**src/sv/tolu_pkg.sv**
```systemverilog
`timescale 1ns / 1ps
// ----------------------------------------------------------------------------
// Thermal operating point limiter package
// Shared constants, operating point ROMs, whitelist levels and the
// controller/datapath command and status types.
// ----------------------------------------------------------------------------
package tolu_pkg;

  localparam int TableEntries    = 35;
  localparam int WhitelistLevels = 7;

  localparam int StW    = 6;
  localparam int FreqW  = 21;
  localparam int TimeW  = 48;
  localparam int PerfW  = 16;
  localparam int CoreW  = 3;
  localparam int LvlW   = 8;
  localparam int DurW   = 21;
  localparam int ProdW  = 31;
  localparam int MsPerSec = 1000;

  localparam logic [StW-1:0] TopState = StW'(TableEntries - 1);

  localparam logic [1:0] OpCool     = 2'd0;
  localparam logic [1:0] OpLevel    = 2'd1;
  localparam logic [1:0] OpDuration = 2'd2;

  localparam logic [1:0] CfgPowerMode = 2'd0;
  localparam logic [1:0] CfgIntBus    = 2'd1;
  localparam logic [1:0] CfgDisplay   = 2'd2;
  localparam logic [1:0] CfgCamera    = 2'd3;

  localparam logic [1:0] ModeBench = 2'd3;

  localparam logic [FreqW-1:0] IntBusRst  = 21'd543000;
  localparam logic [FreqW-1:0] DisplayRst = 21'd317000;
  localparam logic [FreqW-1:0] CameraRst  = 21'd777000;

  typedef struct packed {
    logic [CoreW-1:0] lit_n;
    logic [CoreW-1:0] big_n;
    logic [FreqW-1:0] big_f;
    logic [FreqW-1:0] lit_f;
    logic [FreqW-1:0] gpu_f;
    logic [FreqW-1:0] mem_f;
    logic [PerfW-1:0] perf;
  } opp_t;

  typedef struct packed {
    logic load;
    logic decode;
    logic eval;
    logic scan;
    logic mul;
    logic add;
    logic upd;
    logic emit;
  } tolu_cmd_t;

  typedef struct packed {
    logic [1:0] op;
    logic       bench;
    logic       same_state;
    logic       scan_last;
    logic       out_free;
  } tolu_sts_t;

  function automatic opp_t mk(int ln, int bn, int bf, int lf, int gf, int mf, int pf);
    opp_t r;
    r.lit_n = CoreW'(ln);
    r.big_n = CoreW'(bn);
    r.big_f = FreqW'(bf);
    r.lit_f = FreqW'(lf);
    r.gpu_f = FreqW'(gf);
    r.mem_f = FreqW'(mf);
    r.perf  = PerfW'(pf);
    return r;
  endfunction

  function automatic opp_t normal_opp(logic [StW-1:0] idx);
    opp_t r;
    case (idx)
      0:  r = mk(4,4,2000000,1500000,600,825000,37110);
      1:  r = mk(4,3,2000000,1500000,600,825000,31110);
      2:  r = mk(4,4,1800000,1500000,600,825000,36360);
      3:  r = mk(4,3,1800000,1500000,600,825000,30060);
      4:  r = mk(4,2,2000000,1500000,600,825000,24670);
      5:  r = mk(4,4,1600000,1500000,600,825000,33560);
      6:  r = mk(4,2,1800000,1500000,600,825000,23760);
      7:  r = mk(4,3,1600000,1500000,600,825000,27960);
      8:  r = mk(4,1,2000000,1500000,600,825000,18160);
      9:  r = mk(4,4,1400000,1500000,600,825000,30760);
      10: r = mk(4,2,1600000,1500000,600,825000,22360);
      11: r = mk(4,3,1400000,1500000,600,825000,25860);
      12: r = mk(4,4,1200000,1500000,600,825000,27960);
      13: r = mk(4,1,1800000,1500000,600,825000,17460);
      14: r = mk(4,2,1400000,1500000,600,825000,20960);
      15: r = mk(4,3,1200000,1500000,600,825000,23760);
      16: r = mk(4,1,1600000,1500000,600,825000,16760);
      17: r = mk(4,4,1000000,1500000,550,825000,25160);
      18: r = mk(4,2,1200000,1500000,550,825000,19560);
      19: r = mk(4,3,1000000,1500000,550,825000,21660);
      20: r = mk(4,1,1400000,1500000,550,825000,16760);
      21: r = mk(4,2,1000000,1500000,550,825000,18160);
      22: r = mk(4,1,1200000,1500000,500,825000,15360);
      23: r = mk(4,1,1000000,1500000,500,825000,14660);
      24: r = mk(4,1,1000000,1400000,500,825000,14650);
      25: r = mk(4,1,1000000,1200000,500,825000,14645);
      26: r = mk(3,1,1000000,1400000,500,825000,14644);
      27: r = mk(4,1,1000000,1000000,500,825000,14642);
      28: r = mk(3,1,1000000,1200000,500,825000,14641);
      29: r = mk(3,1,1000000,1000000,500,825000,14640);
      30: r = mk(4,0,2000000,1500000,500,633000,11160);
      31: r = mk(4,0,2000000,1500000,420,543000,10460);
      32: r = mk(4,0,2000000,1400000,420,543000,9672);
      33: r = mk(4,0,2000000,1400000,420,543000,7812);
      34: r = mk(4,0,2000000,1400000,420,543000,7811);
      default: r = '0;
    endcase
    return r;
  endfunction

  function automatic opp_t my_opp(logic [StW-1:0] idx);
    opp_t r;
    case (idx)
      0:  r = mk(4,4,2000000,1500000,600,825000,37110);
      1:  r = mk(4,4,1900000,1500000,600,825000,36360);
      2:  r = mk(4,4,1800000,1500000,600,825000,33560);
      3:  r = mk(4,4,1700000,1500000,600,825000,33560);
      4:  r = mk(4,4,1600000,1500000,600,825000,33560);
      5:  r = mk(4,4,1500000,1500000,600,825000,33560);
      6:  r = mk(4,4,1400000,1500000,600,825000,33560);
      7:  r = mk(4,4,1300000,1500000,600,825000,33560);
      8:  r = mk(4,3,2000000,1500000,600,825000,27960);
      9:  r = mk(4,3,1900000,1500000,600,825000,27960);
      10: r = mk(4,3,1800000,1500000,600,825000,27960);
      11: r = mk(4,3,1700000,1500000,600,825000,27960);
      12: r = mk(4,3,1600000,1500000,600,825000,27960);
      13: r = mk(4,3,1500000,1500000,600,825000,27960);
      14: r = mk(4,3,1400000,1500000,600,825000,27960);
      15: r = mk(4,3,1300000,1500000,600,825000,27960);
      16: r = mk(4,2,2000000,1500000,600,825000,27960);
      17: r = mk(4,2,1900000,1500000,600,825000,27960);
      18: r = mk(4,2,1800000,1500000,600,825000,27960);
      19: r = mk(4,2,1700000,1500000,600,825000,27960);
      20: r = mk(4,2,1600000,1500000,600,825000,27960);
      21: r = mk(4,2,1500000,1500000,600,825000,27960);
      22: r = mk(4,2,1400000,1500000,600,825000,27960);
      23: r = mk(4,2,1300000,1500000,600,825000,27960);
      24: r = mk(4,2,1200000,1500000,600,825000,27960);
      25: r = mk(4,2,1100000,1500000,600,825000,27960);
      26: r = mk(4,1,1800000,1500000,600,825000,27960);
      27: r = mk(4,1,1700000,1500000,600,825000,27960);
      28: r = mk(4,1,1600000,1500000,600,825000,27960);
      29: r = mk(4,1,1500000,1500000,600,825000,27960);
      30: r = mk(4,1,1400000,1500000,600,825000,27960);
      31: r = mk(4,1,1200000,1500000,600,825000,27960);
      32: r = mk(4,1,1000000,1500000,600,825000,27960);
      33: r = mk(4,1,800000,1500000,600,825000,27960);
      34: r = mk(4,0,2000000,1500000,600,825000,27960);
      default: r = '0;
    endcase
    return r;
  endfunction

  // level 0 means no cap; values saturate to the top state
  function automatic logic [StW-1:0] level_value(logic [3:0] lvl);
    logic [StW-1:0] v;
    case (lvl)
      0: v = TopState;
      1: v = 6'd30;
      2: v = 6'd25;
      3: v = 6'd21;
      4: v = 6'd15;
      5: v = 6'd9;
      default: v = 6'd0;
    endcase
    return (v > TopState) ? TopState : v;
  endfunction

endpackage

```
**src/sv/tolu_ctrl.sv**
```systemverilog
`timescale 1ns / 1ps
// ----------------------------------------------------------------------------
// Limiter controller
// Sequences decode, state evaluation, table scan, deadline update and
// result emission; drives datapath commands.
// ----------------------------------------------------------------------------
module tolu_ctrl (
  input  logic                clk_i,
  input  logic                rst_ni,
  input  logic                in_valid_i,
  output logic                in_ready_o,
  input  tolu_pkg::tolu_sts_t sts_i,
  output tolu_pkg::tolu_cmd_t cmd_o
);
  import tolu_pkg::*;

  localparam logic [2:0] StIdle   = 3'd0;
  localparam logic [2:0] StDecode = 3'd1;
  localparam logic [2:0] StEval   = 3'd2;
  localparam logic [2:0] StScan   = 3'd3;
  localparam logic [2:0] StMul    = 3'd4;
  localparam logic [2:0] StAdd    = 3'd5;
  localparam logic [2:0] StUpd    = 3'd6;
  localparam logic [2:0] StEmit   = 3'd7;

  logic [2:0] state_q, state_d;

  assign in_ready_o = (state_q == StIdle);

  always_comb begin
    state_d = state_q;
    cmd_o   = '0;
    unique case (state_q)
      StIdle: begin
        if (in_valid_i) begin
          cmd_o.load = 1'b1;
          state_d    = StDecode;
        end
      end
      StDecode: begin
        cmd_o.decode = 1'b1;
        unique case (sts_i.op)
          OpCool:     state_d = StEval;
          OpLevel:    state_d = StEmit;
          OpDuration: state_d = StMul;
          default:    state_d = StIdle;
        endcase
      end
      StEval: begin
        cmd_o.eval = 1'b1;
        if (sts_i.same_state) begin
          state_d = StIdle;
        end else if (sts_i.bench) begin
          state_d = StEmit;
        end else begin
          state_d = StScan;
        end
      end
      StScan: begin
        cmd_o.scan = 1'b1;
        if (sts_i.scan_last) begin
          state_d = StEmit;
        end
      end
      StMul: begin
        cmd_o.mul = 1'b1;
        state_d   = StAdd;
      end
      StAdd: begin
        cmd_o.add = 1'b1;
        state_d   = StUpd;
      end
      StUpd: begin
        cmd_o.upd = 1'b1;
        state_d   = StEmit;
      end
      StEmit: begin
        // hold until the result register can take the beat
        if (sts_i.out_free) begin
          cmd_o.emit = 1'b1;
          state_d    = StIdle;
        end
      end
      default: state_d = StIdle;
    endcase
  end

  always_ff @(posedge clk_i or negedge rst_ni) begin
    if (!rst_ni) begin
      state_q <= StIdle;
    end else begin
      state_q <= state_d;
    end
  end

endmodule

```
**config.mk**
```make
export PLATFORM = sky130hd
export DESIGN_NAME = tolu_ctrl
export DESIGN_NICKNAME = d
export VERILOG_FILES = /design/src/sv/tolu_pkg.sv /design/src/sv/tolu_ctrl.sv
export SDC_FILE = /design/constraint.sdc
export NUM_CORES = 1
export LEC_CHECK = 0
export ABC_AREA = 1
export BUFFER_PORTS_ARGS = -buffer_cell sky130_fd_sc_hd__clkbuf_2
export CAP_MARGIN = 20
export CORE_AREA = 2 2 39 41
export DETAILED_ROUTE_END_ITERATION = 7
export DIE_AREA = 0 0 41 43
export GPL_TIMING_DRIVEN = 1
export SLEW_MARGIN = 20
export SYNTH_ARGS = -nofsm -noshare
export SYNTH_HDL_FRONTEND = slang
export SYNTH_SLANG_ARGS = --single-unit
```
**constraint.sdc**
```tcl
create_clock -name clk_i -period 1 [get_ports clk_i]
set_input_delay 0.2 -clock clk_i [delete_from_list [all_inputs] [get_ports clk_i]]
set_output_delay 0.2 -clock clk_i [all_outputs]
set_load 0.1 [all_outputs]
```
==> flow_metrics.tcl, run 1 <==
set metrics [dict create \
    place.gp.congestion 0.7767 \
    yosys-top-cells-area "dfrtp_1 (20%), nand2_1 (16%), inv_1 (12%), nand3_1 (9.5%), nor2_1 (7.1%)" \
    async_flop_share_pct 100.0 \
    vias 485 \
    status "finished, violations left" \
    cts.htree.levels 1 \
    grt_max_degree 7 \
    wl_um 1075 \
    synthTopCellsByCount "nand2_1 (16), inv_1 (12), nand3_1 (7), nor2_1 (7)" \
    hold_class "in2async" \
    synth_flop_cell "dfrtp_1" \
    fin_nets 108 \
    ys_ff_latch 3 \
    diodes 0 \
    path_max_fanout 6 \
    cts.sinks 3 \
    synth.avg_cell_area_um2 5.933 \
    cap_violations 0 \
    port_buffers 17 \
    period_share_pct 141.5 \
    rsz0062_at_grt "true" \
    fin_skew_ps 5.920 \
    ios 18 \
    largest_reg_flops 3 \
    path_clk_slew_ps 40 \
    path_class "reg2out" \
    setup_slack_ps -414.6 \
    cp-end-kind "output pin" \
    dr.pass1.iters 2 \
    ys_types 17 \
    die_h_um 43 \
    cts_tree "done" \
    avgViaCountPerCell 4.330 \
    area_growth_syn_to_layout_pct 129.3 \
    die-area_um2 1763 \
    synthMostInstantiatedCell "nand2_1" \
    cpPeakStageDelay_ps 430 \
    antenna_left 0 \
    cts-buffers-inserted 3 \
    synth_top_area_share_pct 20.41 \
    max_freq_ghz 0.7069 \
    synthesis.area_um2 367.9 \
    multi_input_area_um2 307.8 \
    drc 0 \
    drt-initial-drc-count 2 \
    cts-root-buf "clkbuf_4" \
    yosysWarnings 0 \
    hpwl_um 818.4 \
    crit_path_top_delay_cell "dfrtp_2" \
    fill_cells 117 \
    synthCells 62 \
    finalInstanceArea_um2 843.3 \
    setup_viol 12 \
    place_area_um2 723.2 \
    drive_above_1_share_pct 59.38 \
    syn_nets 73 \
    required_ps 800 \
    crit_family "flip-flops" \
    yosys.area.top_type "dfrtp_1" \
    core-area_um2 1384 \
    grt_pass1_wl_um 1876 \
    grt_use_total_pct 16.31 \
    worstMarginPinSlew_ps 183.0 \
    worstPathCellList "nand2_2 > nor3_4 > buf_12" \
    path_buf_inv 1 \
    top_regs "state_q (3)" \
    finalHoldViolCount 0 \
    largest-register "state_q" \
    holdWs_ps 285.5 \
    slew_viol_final 0 \
    clock_latency_ps 240 \
    start_kind "flip-flop" \
    fin_crit_ps 1415 \
    clock_path_buffers 2 \
    core.rowCount 14 \
    worstPathArrival_ps 1210 \
    violations "negative setup slack" \
    regArea_um2 77.57 \
    synth_edf_count 0 \
    antenna_found_initial 0 \
    die_x_um 41 \
    initial_utilization_pct 26.58 \
    grt_overflow_total 0 \
    post_drt_wl_per_cell_um 9.598 \
    synth_seq_area_share_pct 20.41 \
    maxSlewHeadroom_pct 87.76 \
    grt_pass1_vias 472 \
]
## placed cells by master, fill, tap and decap left out, drive strengths merged, types with 2 or more instances in the layout
cell type,instances
buf,22
dfrtp,3
nand2,17
clkinvlp,2
nand3,8
nor2,11
inv,13
clkbuf,12
ha,2
## path summary, 6_finish.rpt
| check | startpoint | to | slack (ps) | depth (start not counted) |
|---|---|---|---|---|
| min | rst_ni | state_q[2] | 290 | 2 |
| max reg2reg | state_q[1] | state_q[0] | -280 | 8 |
| max in group asynchronous | rst_ni | state_q[1] | 590 | 2 |
| min in group clk_i | in_valid_i | state_q[2] | 370 | 5 |
| min reg2reg | state_q[0] | state_q[2] | 810 | 3 |
| max | state_q[1] | cmd_o[0] | -410 | 3 |
## logic make-up (layout without fill, tap and decap cells)
family                   Yosys count  count (layout)  share of synthesized area, %
adder cells (fa/ha/maj)            2               2                         6.802
AO/OA/AOI/OAI                      3               3                         5.782
buffers and inverters             16              50                         18.37
flip-flops                         3               3                         20.41
AND/OR/NAND/NOR                   38              38                         48.64
## cell type report
type	instances	area share, %
Tap cell	16	2.374
Inverter	15	9.050
Sequential cell	3	9.199
Clock buffer	4	3.116
Timing Repair Buffer	31	39.76
Multi-Input combinational cell	43	36.50
## metrics by stage
stage          std cells  util (%)  setup TNS, ps  setup WS, ps
2_1_floorplan         62         -          -5180        -645.8
3_3_place_gp         102     52.26          -2199        -231.7
3_5_place_dp         102     52.26          -2459        -265.9
4_1_cts              111     59.13          -4361        -425.8
5_1_grt              112     60.94          -4843        -463.2
6_report             112     60.94          -4254        -414.6
## layer usage
layer | wire [um] | vias up | global-route usage (%)
met4 | 41 | 0 | 12.00
met3 | 48 | 6 | 4.188
met1 | 394 | 208 | 16.23
li1 | - | 255 | -
met5 | 0 | - | 0
met2 | 590 | 16 | 26.88
## what timing repair did
action / in CTS / in global routing
setup endpoints to repair: 12 / 12
pin swaps: 5 / 2
gates resized for setup: 12 / 4
endpoints found under the hold margin: 3 / 0
hold buffers: 1 / 0
setup buffers: 5 / 1
Power of run 1 is left out: the tool's default activity adds up to more than one toggle a clock period on the data nets, which glitch-free logic cannot reach.
==> inputs of run 2 (changes only) <==
--- a/config.mk
+++ b/config.mk
@@ -12,6 +12,8 @@
 export DETAILED_ROUTE_END_ITERATION = 7
 export DIE_AREA = 0 0 41 43
 export GPL_TIMING_DRIVEN = 1
+export RECOVER_POWER = 25
+export SKIP_CTS_REPAIR_TIMING = 1
 export SLEW_MARGIN = 20
 export SYNTH_ARGS = -nofsm -noshare
 export SYNTH_HDL_FRONTEND = slang
==> run 2 against run 1 <==
The run still ends with negative setup slack left. Clock-buffer cell count unchanged. First-iteration DRC count decreased by 50%. Largest cell class unchanged. Utilization decreased by 2.0 points. Die area unchanged. Worst setup slack got worse by 25 ps. Cell count decreased by 2.7%. Routed wire length decreased by 4.6%. Register-to-register slack about the same.
==> flow_metrics.tcl, run 2 (synthesis gave the netlist of run 1 again) <==
set metrics [dict create \
    violations "negative setup slack" \
    initial_utilization_pct 26.58 \
    worstMarginPinSlew_ps 182.1 \
    period_share_pct 143.9 \
    ios 18 \
    grt_max_degree 7 \
    cap_violations 0 \
    rsz0062_at_grt "true" \
    fin_crit_ps 1439 \
    cts-root-buf "clkbuf_4" \
    clock_latency_ps 240 \
    fin_skew_ps 4.679 \
    largest_reg_flops 3 \
    status "finished, violations left" \
    setup_viol 12 \
    final_common_cell "nand2_1" \
    top_regs "state_q (3)" \
    grt_overflow_total 0 \
    die_h_um 43 \
    drc 0 \
    path_max_fanout 5 \
    core.rowCount 14 \
    drt-initial-drc-count 1 \
    fin_nets 105 \
    finalHoldViolCount 0 \
    post_drt_wl_per_cell_um 9.413 \
    max_freq_ghz 0.6947 \
    setup_slack_ps -439.5 \
    wl_um 1026 \
    dr.pass1.iters 2 \
    slew_viol_final 0 \
    cts_tree "done" \
    diodes 0 \
    path_clk_slew_ps 40 \
    drive_above_1_share_pct 58.06 \
    die-area_um2 1763 \
    place.gp.congestion 0.7767 \
    die_x_um 41 \
    clock_path_buffers 2 \
    core-area_um2 1384 \
    cts.sinks 3 \
    hold_class "in2async" \
    start_kind "flip-flop" \
    grt_use_total_pct 14.10 \
    maxSlewHeadroom_pct 87.86 \
    cts.htree.levels 1 \
    grt_pass1_wl_um 1635 \
    worstPathArrival_ps 1240 \
    final_cell_mix "nand2_1 (13), inv_1 (9), buf_12 (9)" \
    largest-register "state_q" \
    hpwl_um 818.4 \
    required_ps 800 \
    port_buffers 17 \
    cts-buffers-inserted 3 \
    path_class "reg2out" \
    avgViaCountPerCell 4.156 \
    holdWs_ps 295.9 \
    vias 453 \
    antenna_left 0 \
    antenna_found_initial 0 \
    cp-end-kind "output pin" \
    grt_pass1_vias 440 \
    area_growth_syn_to_layout_pct 121.8 \
]
-- run 2: cell count changes in the layout (fill, tap and decap cells not counted), sizes merged --
cell,previous run,this run
buf,22,19
-- run 2: cell type report --
type,instances,area [um2]
multi-input combinational,43,300.3
tap,16,20.02
timing repair buffer,28,315.3
fill,121,568.0
inverter,15,76.32
sequential,3,77.57
clock buffer,4,26.28
-- run 2: stage by stage --
step                area [um2]  setup WS [ps]  setup TNS (ps)  util [%]  instances
floorplan                434.2         -645.8           -5180         -         62
global placement         723.2         -231.7           -2199     52.26        102
detailed placement       723.2         -265.9           -2459     52.26        102
CTS                      749.5         -491.7           -4787     54.16        106
global route             815.8         -485.0           -4982     58.95        109
finish                   815.8         -439.5           -4364     58.95        109
-- run 2: final timing paths --
kind	endpoint	cells after the start	slack [ps]	startpoint
setup / recovery	cmd_o[5]	4	-440	state_q[0]
hold / removal	state_q[2]	2	300	rst_ni
setup reg to reg	state_q[0]	8	-270	state_q[1]
hold reg to reg	state_q[2]	3	800	state_q[0]
max in group asynchronous	state_q[1]	2	530	rst_ni
min in group clk_i	state_q[0]	6	360	sts_i[2]
-- run 2: worst max-delay path, cell delays in order, from the launching register on --
cell	delay, ps
dfrtp_2	450
inv_4	100
nand2_2	70
nor2_4	190
buf_12	200
-- run 2: per-layer routing --
metal	routed length [um]	GRT usage, %	vias to the layer above
li1	-	-	247
met2	562	21.88	10
met4	0	10.00	0
met5	0	0	-
met1	430	15.58	196
met3	33	3.665	0
Power of run 2 is left out for the same reason.
